--- src/rtl/core/sbts_pkg.sv ---
// Shared types and constants for the snooping bus transaction sequencer.
// No dependencies; imported by sbts_arbiter and the top level.
`default_nettype none

package sbts_pkg;

  // Fixed field widths
  localparam int ADDR_W       = 21;
  localparam int WORD_W       = 32;
  localparam int MASK_W       = 4;
  localparam int CORE_W       = 2;
  localparam int ORIGIN_W     = 3;
  localparam int INDEX_W      = 3;
  localparam int DELAY_W      = 8;
  localparam int MAX_CORES    = 4;

  // Parameter defaults
  localparam int CORE_COUNT_DEFAULT  = 4;
  localparam int BLOCK_WORDS_DEFAULT = 8;

  // Reset values
  localparam logic [DELAY_W-1:0] RESPONSE_DELAY_RESET = 8'd16;
  localparam logic [CORE_W-1:0]  LAST_WINNER_RESET    = 2'd3;

  // Origin code for data supplied by memory
  localparam logic [ORIGIN_W-1:0] ORIGIN_MEMORY = 3'd4;

  // Bus command codes
  typedef enum logic [1:0] {
    CMD_NONE   = 2'd0,
    CMD_BUSRD  = 2'd1,
    CMD_BUSRDX = 2'd2,
    CMD_FLUSH  = 2'd3
  } cmd_t;

  // Final MESI state of the requester's line
  typedef enum logic [1:0] {
    LINE_SHARED    = 2'd0,
    LINE_EXCLUSIVE = 2'd1,
    LINE_MODIFIED  = 2'd2
  } mesi_t;

  // Arbiter decision
  typedef struct packed {
    logic              found;
    logic [CORE_W-1:0] core;
  } grant_t;

  // One bus cycle worth of outputs
  typedef struct packed {
    cmd_t                command;
    logic [ORIGIN_W-1:0] origin;
    logic [ADDR_W-1:0]   address;
    logic [WORD_W-1:0]   word;
    logic                shared_line;
    logic                memory_write;
    logic [CORE_W-1:0]   fill_core;
    logic [INDEX_W-1:0]  fill_index;
    logic                done;
    mesi_t               final_state;
  } result_t;

endpackage

`default_nettype wire

--- src/rtl/core/snoop_bus_transaction_sequencer.sv ---
// Snooping bus transaction sequencer, top level.
// Depends on sbts_pkg and sbts_arbiter.
//
// Each accepted transaction is one bus clock and yields exactly one result
// transaction, registered in the output queue. A new transaction is accepted every cycle
// while the result side keeps taking results; a two-entry output queue
// (result register plus skid register) lets one more transaction in while a
// result waits, and item_stall rises only when that skid register is full.
// A bus transaction spans these input cycles, in order:
// the BusRd/BusRdX command cycle, the idle delay cycles, then the Flush
// words. Requests are only looked at while the bus is idle. The
// configuration port is always ready and should be written while idle.
`default_nettype none

module snoop_bus_transaction_sequencer
  import sbts_pkg::*;
#(
  parameter int CORE_COUNT  = CORE_COUNT_DEFAULT,
  parameter int BLOCK_WORDS = BLOCK_WORDS_DEFAULT
) (
  input  wire logic                clk,
  input  wire logic                rst,

  // Configuration write channel
  input  wire logic                cfg_valid,
  output      logic                cfg_ready,
  input  wire logic [DELAY_W-1:0]  cfg_data,

  // Input transaction channel
  input  wire logic                item_valid,
  output      logic                item_stall,
  input  wire logic [MASK_W-1:0]   request_mask,
  input  wire logic [MASK_W-1:0]   rdx_mask,
  input  wire logic [ADDR_W-1:0]   addr_core0,
  input  wire logic [ADDR_W-1:0]   addr_core1,
  input  wire logic [ADDR_W-1:0]   addr_core2,
  input  wire logic [ADDR_W-1:0]   addr_core3,
  input  wire logic                shared_hit,
  input  wire logic                snoop_owner_valid,
  input  wire logic [CORE_W-1:0]   snoop_owner,
  input  wire logic [WORD_W-1:0]   flush_data,

  // Result transaction channel
  output      logic                result_valid,
  input  wire logic                result_stall,
  output      logic [1:0]          bus_command,
  output      logic [ORIGIN_W-1:0] bus_origin,
  output      logic [ADDR_W-1:0]   bus_address,
  output      logic [WORD_W-1:0]   bus_word,
  output      logic                bus_shared_line,
  output      logic                memory_write,
  output      logic [CORE_W-1:0]   fill_core,
  output      logic [INDEX_W-1:0]  fill_index,
  output      logic                done_res,
  output      logic [1:0]          final_state
);

  localparam int WC_W = $clog2(BLOCK_WORDS + 1);
  localparam logic [WC_W-1:0] LAST_COUNT = WC_W'(BLOCK_WORDS);
  localparam logic [CORE_W:0] COUNT      = (CORE_W+1)'(CORE_COUNT);

  // Configuration and sequencer state
  logic [DELAY_W-1:0] response_delay;
  logic [CORE_W-1:0]  last_winner;
  logic               busy;
  logic [DELAY_W-1:0] delay_left;
  logic [WC_W-1:0]    words_done;
  logic [CORE_W-1:0]  requester;
  logic [ADDR_W-1:0]  base_address;
  logic               exclusive_read;
  logic               owner_present;
  logic [CORE_W-1:0]  owner_core;
  logic               held_shared;

  logic [CORE_W-1:0]  last_winner_next;
  logic               busy_next;
  logic [DELAY_W-1:0] delay_left_next;
  logic [WC_W-1:0]    words_done_next;
  logic [CORE_W-1:0]  requester_next;
  logic [ADDR_W-1:0]  base_address_next;
  logic               exclusive_read_next;
  logic               owner_present_next;
  logic [CORE_W-1:0]  owner_core_next;
  logic               held_shared_next;

  // Output queue
  result_t            result_q;
  result_t            skid_q;
  logic               skid_valid;
  result_t            step_result;

  logic               accept;
  logic               pop;
  grant_t             grant;
  logic [ADDR_W-1:0]  grant_addr;
  logic               grant_rdx;
  logic               grant_owner;
  logic [WC_W-1:0]    words_inc;

  assign cfg_ready  = 1'b1;
  assign item_stall = skid_valid;
  assign accept     = item_valid && !item_stall;
  assign pop        = result_valid && !result_stall;

  sbts_arbiter #(
    .CORE_COUNT (CORE_COUNT)
  ) u_arbiter (
    .request_mask (request_mask),
    .last_winner  (last_winner),
    .grant        (grant)
  );

  // Select the winner's address and read type
  always_comb begin
    case (grant.core)
      2'd0:    grant_addr = addr_core0;
      2'd1:    grant_addr = addr_core1;
      2'd2:    grant_addr = addr_core2;
      default: grant_addr = addr_core3;
    endcase
  end

  assign grant_rdx   = rdx_mask[grant.core];
  assign grant_owner = snoop_owner_valid && ({1'b0, snoop_owner} < COUNT);
  assign words_inc   = words_done + WC_W'(1);

  // Step the sequencer for one bus cycle
  always_comb begin
    last_winner_next    = last_winner;
    busy_next           = busy;
    delay_left_next     = delay_left;
    words_done_next     = words_done;
    requester_next      = requester;
    base_address_next   = base_address;
    exclusive_read_next = exclusive_read;
    owner_present_next  = owner_present;
    owner_core_next     = owner_core;
    held_shared_next    = held_shared;
    step_result         = '0;

    if (busy) begin
      if (delay_left != '0) begin
        delay_left_next = delay_left - DELAY_W'(1);
      end else begin
        step_result.command      = CMD_FLUSH;
        step_result.origin       = owner_present ? {1'b0, owner_core} : ORIGIN_MEMORY;
        step_result.address      = base_address + ADDR_W'(words_done);
        step_result.word         = flush_data;
        step_result.shared_line  = held_shared;
        step_result.memory_write = owner_present;
        step_result.fill_core    = requester;
        step_result.fill_index   = INDEX_W'(words_done);
        words_done_next          = words_inc;
        if (words_inc >= LAST_COUNT) begin
          step_result.done = 1'b1;
          if (exclusive_read) begin
            step_result.final_state = LINE_MODIFIED;
          end else if (held_shared) begin
            step_result.final_state = LINE_SHARED;
          end else begin
            step_result.final_state = LINE_EXCLUSIVE;
          end
          busy_next = 1'b0;
        end
      end
    end else if (grant.found) begin
      requester_next      = grant.core;
      base_address_next   = grant_addr;
      exclusive_read_next = grant_rdx;
      held_shared_next    = shared_hit;
      owner_present_next  = grant_owner;
      owner_core_next     = grant_owner ? snoop_owner : '0;
      last_winner_next    = grant.core;
      busy_next           = 1'b1;
      delay_left_next     = response_delay;
      words_done_next     = '0;
      step_result.command     = grant_rdx ? CMD_BUSRDX : CMD_BUSRD;
      step_result.origin      = {1'b0, grant.core};
      step_result.address     = grant_addr;
      step_result.shared_line = shared_hit;
    end
  end

  // Hold configuration
  always_ff @(posedge clk) begin
    if (rst) begin
      response_delay <= RESPONSE_DELAY_RESET;
    end else if (cfg_valid && cfg_ready) begin
      response_delay <= cfg_data;
    end
  end

  // Advance sequencer state on each accepted transaction
  always_ff @(posedge clk) begin
    if (rst) begin
      last_winner    <= LAST_WINNER_RESET;
      busy           <= 1'b0;
      delay_left     <= '0;
      words_done     <= '0;
      requester      <= '0;
      base_address   <= '0;
      exclusive_read <= 1'b0;
      owner_present  <= 1'b0;
      owner_core     <= '0;
      held_shared    <= 1'b0;
    end else if (accept) begin
      last_winner    <= last_winner_next;
      busy           <= busy_next;
      delay_left     <= delay_left_next;
      words_done     <= words_done_next;
      requester      <= requester_next;
      base_address   <= base_address_next;
      exclusive_read <= exclusive_read_next;
      owner_present  <= owner_present_next;
      owner_core     <= owner_core_next;
      held_shared    <= held_shared_next;
    end
  end

  // Output queue control: result register first, skid register behind it
  always_ff @(posedge clk) begin
    if (rst) begin
      result_valid <= 1'b0;
      skid_valid   <= 1'b0;
    end else if (pop || !result_valid) begin
      if (skid_valid) begin
        result_valid <= 1'b1;
        skid_valid   <= accept;
      end else begin
        result_valid <= accept;
        skid_valid   <= 1'b0;
      end
    end else if (accept) begin
      skid_valid <= 1'b1;
    end
  end

  // Output queue payload
  always_ff @(posedge clk) begin
    if (pop || !result_valid) begin
      if (skid_valid) begin
        result_q <= skid_q;
        skid_q   <= step_result;
      end else begin
        result_q <= step_result;
      end
    end else if (accept) begin
      skid_q <= step_result;
    end
  end

  // Drive result ports
  assign bus_command     = result_q.command;
  assign bus_origin      = result_q.origin;
  assign bus_address     = result_q.address;
  assign bus_word        = result_q.word;
  assign bus_shared_line = result_q.shared_line;
  assign memory_write    = result_q.memory_write;
  assign fill_core       = result_q.fill_core;
  assign fill_index      = result_q.fill_index;
  assign done_res        = result_q.done;
  assign final_state     = result_q.final_state;

endmodule

`default_nettype wire

--- src/rtl/core/sbts_arbiter.sv ---
// Round-robin arbiter: first requesting core after the last winner.
// Depends on sbts_pkg for grant_t and field widths.
`default_nettype none

module sbts_arbiter
  import sbts_pkg::*;
#(
  parameter int CORE_COUNT = CORE_COUNT_DEFAULT
) (
  input  wire logic [MASK_W-1:0] request_mask,
  input  wire logic [CORE_W-1:0] last_winner,
  output grant_t                 grant
);

  localparam logic [CORE_W:0] COUNT = (CORE_W+1)'(CORE_COUNT);

  // Wrap a small candidate index back into the core range
  function automatic logic [CORE_W-1:0] wrap_core(input logic [CORE_W:0] v);
    logic [CORE_W:0] t;
    t = v;
    if (t >= COUNT) t = t - COUNT;
    if (t >= COUNT) t = t - COUNT;
    return t[CORE_W-1:0];
  endfunction

  // Scan cores in priority order, take the first request
  always_comb begin
    logic [CORE_W-1:0] c;
    grant = '0;
    for (int i = 0; i < CORE_COUNT; i++) begin
      c = wrap_core({1'b0, last_winner} + (CORE_W+1)'(1) + (CORE_W+1)'(i));
      if (!grant.found && request_mask[c]) begin
        grant.found = 1'b1;
        grant.core  = c;
      end
    end
  end

endmodule

`default_nettype wire
--- config.mk ---
export PLATFORM = sky130hd
export DESIGN_NAME = snoop_bus_transaction_sequencer
export DESIGN_NICKNAME = d
export VERILOG_FILES = /design/src/rtl/core/sbts_pkg.sv /design/src/rtl/core/snoop_bus_transaction_sequencer.sv /design/src/rtl/core/sbts_arbiter.sv
export SDC_FILE = /design/constraint.sdc
export NUM_CORES = 1
export LEC_CHECK = 0
export BUFFER_PORTS_ARGS = -buffer_cell sky130_fd_sc_hd__buf_2
export CAP_MARGIN = 40
export CORE_MARGIN = 5
export CORE_UTILIZATION = 30
export DETAILED_ROUTE_END_ITERATION = 10
export PLACE_DENSITY = 0.56
export SLEW_MARGIN = 20
export SYNTH_ARGS = -nofsm -noshare
export SYNTH_HDL_FRONTEND = slang
export SYNTH_SLANG_ARGS = --single-unit
--- constraint.sdc ---
create_clock -name clk -period 8.6 [get_ports clk]
set_clock_uncertainty 0.1 [all_clocks]
set_input_delay 0.43 -clock clk [delete_from_list [all_inputs] [get_ports clk]]
set_output_delay 0.43 -clock clk [all_outputs]
set_load 0.005 [all_outputs]
Word-level counts from Yosys, hierarchy flattened
Cells that the tools add are included.
{"block": "word_totals", "register_bits": 189, "in_bits": 141}
{"block": "op_classes", "n_addsub": 15, "n_lt_le_gt_ge": 14, "n_eq_ne": 5, "mux": 54, "bitwise_logic": 1, "reduce_logical": 20}
{"op": "$mux W68", "count": 5}
{"op": "$pmux W21 S3", "count": 1}
{"op": "$mux W26", "count": 2}
{"op": "$mux W32", "count": 1}
{"op": "$mux W3", "count": 10}
{"op": "$ge A3 B3 Y1 const B", "count": 8}
{"op": "$mux W8", "count": 3}
{"op": "$add A21 B4 Y21", "count": 1}
{"op": "$mux W1", "count": 16}
{"op": "$lt A2 B3 Y1 const B", "count": 5}
{"op": "$mux W2", "count": 7}
{"op": "$mux W4", "count": 3}
{"op": "$sub A3 B3 Y3 const B", "count": 4}
{"op": "$bmux W1 S2", "count": 5}
{"op": "$mux W9", "count": 1}
{"op": "$reduce_and A3 Y1", "count": 3}
{"op": "$reduce_bool A8 Y1", "count": 1}
{"op": "$sub A2 B1 Y2 const B", "count": 4}
{"op": "$sub A8 B1 Y8 const B", "count": 1}
{"op": "$add A3 B2 Y3 const B", "count": 2}
{"op": "$logic_not A1 Y1", "count": 6}
{"op": "$logic_and A1 B1 Y1", "count": 5}
{"op": "$add A4 B1 Y4 const B", "count": 1}
{"op": "$ge A4 B4 Y1 const B", "count": 1}
{"op": "11 further kinds", "count": 13}

Longest topological paths before layout
{"block": "depth", "depth_word": 24, "ltp_mapped": 9, "ltp_nobuf": 9}

By module
From an unflattened synthesis, not the netlist that was laid out.
{"block": "hier_totals", "hier_cells": 703, "area_unflattened_um2": 8780.9}
{"module": "snoop_bus_transaction_sequencer", "n_inst": 1, "cells_each": 689, "area_each_um2": 8689.6}
{"module": "sbts_arbiter", "n_inst": 1, "cells_each": 14, "area_each_um2": 91.3}

Worst setup path before layout
No wires, ideal clock.
{"block": "synth_timing", "kind": "input to register", "from": "input result_stall", "to": "register skid_q[0] (netlist bit), enable pin", "setup_ps": 588, "arrival_time_ps": 6971, "required_time_ps": 7912, "slack_ps": 941, "path_stages": 2, "path_cell_list": "nand2_1 > o21ai_0"}
{"block": "synth_between", "elab_chain_cells": 5}
{"item": "start, declared", "line": "snoop_bus_transaction_sequencer.sv:45", "text": "input wire logic result_stall,"}
{"item": "$logic_not A1 Y1 *", "line": "snoop_bus_transaction_sequencer.sv:103", "text": "assign pop = result_valid && !result_stall;"}
{"item": "$logic_and A1 B1 Y1 *", "line": "snoop_bus_transaction_sequencer.sv:103"}
{"item": "$logic_or A1 B1 Y1 *", "line": "snoop_bus_transaction_sequencer.sv:240", "text": "if (pop || !result_valid) begin"}
{"item": "$ne A2 B2 Y1 (no line) or $reduce_bool A2 Y1 (tied branches)"}
{"item": "$reduce_and A2 Y1 (no line) *"}
{"item": "end signal, assigned", "line": "snoop_bus_transaction_sequencer.sv:243", "text": "skid_q <= step_result;"}
{"item": "end signal, assigned", "line": "snoop_bus_transaction_sequencer.sv:248", "text": "skid_q <= step_result;"}
{"item": "end, declared", "line": "snoop_bus_transaction_sequencer.sv:88", "text": "result_t skid_q;"}
Every way passes the cells marked *; elsewhere a longest branch is shown, timed or not.
A chain may end at the register's enable or synchronous reset.

==> flow_metrics.py <==
metrics = {
    "grt": {
        "grt_pass1_vias": 6354,
        "grt-ovfl-total": 0,
        "grt_first_pass_wirelength_mm": 37.6,
        "grt_antenna_before_repair": 3,
        "grt_max_degree": 54,
        "grt_usage_pct": 14.6,
    },
    "routing": {
        "num_vias": 6271,
        "via_per_inst": 4.82,
        "post_drt_wl_per_cell_um": 18.4,
        "ant_nets": 0,
        "drcViolationCount": 0,
        "dr.pass1.iters": 5,
        "routed_wl_mm": 24.0,
        "drtIter0Drc": 477,
    },
    "cells_and_area": {
        "utilization_pct": 37.7,
        "nets": 1054,
        "stdcell_count": 1301,
        "fill_cells": 2836,
        "synthToLayoutAreaGrowth_pct": 24.2,
        "seq_area_sq_um": 5150,
        "fin_area_sq_um": 10800,
        "diodes": 0,
        "layout-drive-gt1-share_pct": 37.4,
        "multiInputGateArea_sq_um": 3380,
    },
    "pwr": {
        "ir_worst_vdd_mv": 0.125,
        "p_leak_uw": 0.00435,
        "power_density_nw_per_um2": 206,
    },
    "place": {
        "post-dp-hpwl_mm": 17.2,
        "placedCellCount": 1267,
        "gp_congestion": 0.804,
        "io_buffers": 210,
        "placed_area_sq_um": 10200,
    },
    "logic_synthesis": {
        "ys_ff_latch": 189,
        "netlist_area_sq_um": 8720,
        "postSynthAreaPerCell_sq_um": 12.4,
        "synth_nets": 851,
        "synth_edf_count": 136,
        "synth_cells": 702,
        "yosys.cell_types.count": 59,
        "yosysWarnings": 0,
        "synth_ff_type": "edfxtp_1",
        "async_reset_ff_share_pct": 0,
        "ys_seq_area_share_pct": 59.0,
    },
    "timing": {
        "tightestPinTransition_ns": 0.799,
        "rsz0062_at_grt": "no",
        "fin_crit_sh_pct": 35.0,
        "finalSetupViolCount": 0,
        "maxSlewHeadroom_pct": 46.7,
        "period_minus_slack_ns": 3.01,
        "final_hold_viol_count": 0,
        "finalMaxSlewViolations": 0,
        "setup_tns_ns": 0,
        "max_freq_ghz": 0.332,
    },
    "floorplan": {
        "start_util_pct": 30.4,
        "io_pins": 212,
        "die_y_um": 180,
        "rows": 62,
        "coreArea_sq_um": 28700,
        "chipWidth_um": 180,
        "dieArea_sq_um": 32600,
    },
    "run": {
        "max_cap_viol_count": 0,
    },
    "worst_setup_path": {
        "slowest_delay_ns": 0.68,
        "critPathCaptureType": "register",
        "crit_fanout": 13,
        "worst-path-stages": 7,
        "worstPathRequired_ns": 8.68,
        "arrival_ns": 3.09,
        "crit_chain": "nor3b_1 > a311oi_4 > buf_4 > inv_4 > mux4_2 > a22o_1 > mux2_2",
        "critical_path_class": "register to register",
        "crit_buf_inv": 2,
        "startpoint_type": "register",
        "crit_path_top_delay_cell": "dfxtp_1",
        "crit_family": "multiplexers",
        "reg2regPathDepth": 7,
    },
    "cts": {
        "clk_latency_ns": 0.43,
        "hold_buffers": 0,
        "h-tree-depth": 4,
        "clock-root-buffer": "clkbuf_16",
        "clock-sinks": 189,
        "cts_tree": "built",
        "path_clk_slew_ns": 0.07,
        "clock_path_buffers": 2,
        "cts_resized": 0,
        "cts_buffers": 17,
        "post_cts_buffers": 0,
    },
    "worst_hold_path": {
        "hold_path_depth": 2,
        "holdCritPathClass": "input port to register",
    },
    "outcome": {
        "status": "completed",
    },
}
final cells by class:
type	count	share of cell area [%]
Multi-Input combinational cell	458	31.2
Tap cell	384	4.43
Timing Repair Buffer	225	11.0
Clock buffer	17	3.93
Inverter	14	0.508
Clock inverter	14	1.33
Sequential cell	189	47.5
where the power goes:
part	switching (uW)	total (uW)	internal, uW
Sequential	43.2	1110	1070
Clock	381	768	386
Combinational	190	353	163
Total	614	2230	1620
layer usage:
layer	GRT usage [%]	share of wire, %	up-vias
li1	-	-	3057
met5	0	0.14	-
met3	4.22	8.1	18
met2	23.0	46	201
met1	20.5	45	2989
met4	2.54	0.65	6
path summary, 6_finish.rpt:
path / startpoint / endpoint / slack, ns
hold reg to reg: owner_core[0] / owner_core[0] / 0.36
setup reg to reg: last_winner[1] / bus_address[3] / 5.59
hold / removal: cfg_data[4] / response_delay[4] / 0.12
setup / recovery: last_winner[1] / bus_address[3] / 5.59
cell usage after synthesis, drive strengths merged, types with 2 or more instances:
cell | count | area share, %
mux4 | 8 | 2.1
a211o | 3 | 0.30
o22a | 3 | 0.30
buf | 8 | 0.49
o31ai | 12 | 1.0
nor4 | 2 | 0.14
a22o | 13 | 1.3
inv | 14 | 0.63
xor2 | 11 | 1.1
or4 | 3 | 0.26
edfxtp | 136 | 47
mux2 | 63 | 8.1
o22ai | 15 | 1.1
nor2 | 40 | 1.7
ha | 7 | 1.0
o211ai | 4 | 0.34
dfxtp | 53 | 12
a211oi | 7 | 0.60
a222oi | 4 | 0.46
o21ai | 19 | 1.1
a21boi | 2 | 0.17
clkbuf | 33 | 1.4
o221a | 3 | 0.39
nand4 | 6 | 0.43
or3 | 6 | 0.43
o31a | 3 | 0.30
and2 | 39 | 2.8
mux2i | 17 | 2.0
nor3 | 15 | 0.86
a221o | 2 | 0.23
o221ai | 7 | 0.70
a32o | 3 | 0.34
xnor2 | 10 | 1.0
nand2 | 55 | 2.4
nand3 | 17 | 0.98
nand2b | 7 | 0.59
or2 | 4 | 0.32
nor2b | 8 | 0.57
and3 | 2 | 0.14
a21oi | 25 | 1.4
through the flow:
| stage | power (uW) | hold WS (ns) | setup WS [ns] |
|---|---|---|---|
| after global routing | 2340 | 0.0933 | 5.43 |
| after floorplan | 1320 | 0.325 | 0.941 |
| after CTS | 2260 | 0.0932 | 5.53 |
| after detailed placement | 1490 | 0.350 | 5.54 |
| final | 2230 | 0.115 | 5.59 |
| after global placement | 1480 | 0.340 | 5.45 |
cells in the final DEF (no fill, tap or decap), drive strengths merged, types with 8 or more instances in the layout:
cell / netlist / routed
clkbuf: 33 / 19
mux4: 8 / 8
nor2: 40 / 40
and2: 39 / 39
o22ai: 15 / 15
o31ai: 12 / 12
inv: 14 / 22
o21ai: 19 / 19
a22o: 13 / 13
mux2: 63 / 63
edfxtp: 136 / 136
mux2i: 17 / 17
nor2b: 8 / 8
nand2: 55 / 55
xnor2: 10 / 10
buf: 8 / 223
nor3: 15 / 15
a21oi: 25 / 25
xor2: 11 / 11
nand3: 17 / 17
dfxtp: 53 / 53
registers in the layout (all words and copies together) (netlist names), 2 cells and up:
name,cells
base_address,21
bus_address,21
bus_command,2
bus_origin,3
bus_word,32
delay_left,8
fill_core,2
fill_index,3
final_state,2
last_winner,2
owner_core,2
requester,2
response_delay,8
skid_q,68
words_done,4
kinds of logic after synthesis:
logic type	share of synthesized area, %
XOR/XNOR	2.11
AND/OR/NAND/NOR	11.9
AO/OA/AOI/OAI	11.0
flip-flops	59.0
adder cells (fa/ha/maj)	1.23
multiplexers	12.2
other	0.0430
buffers and inverters	2.54
No activity file was read; power rests on OpenSTA's default activity.
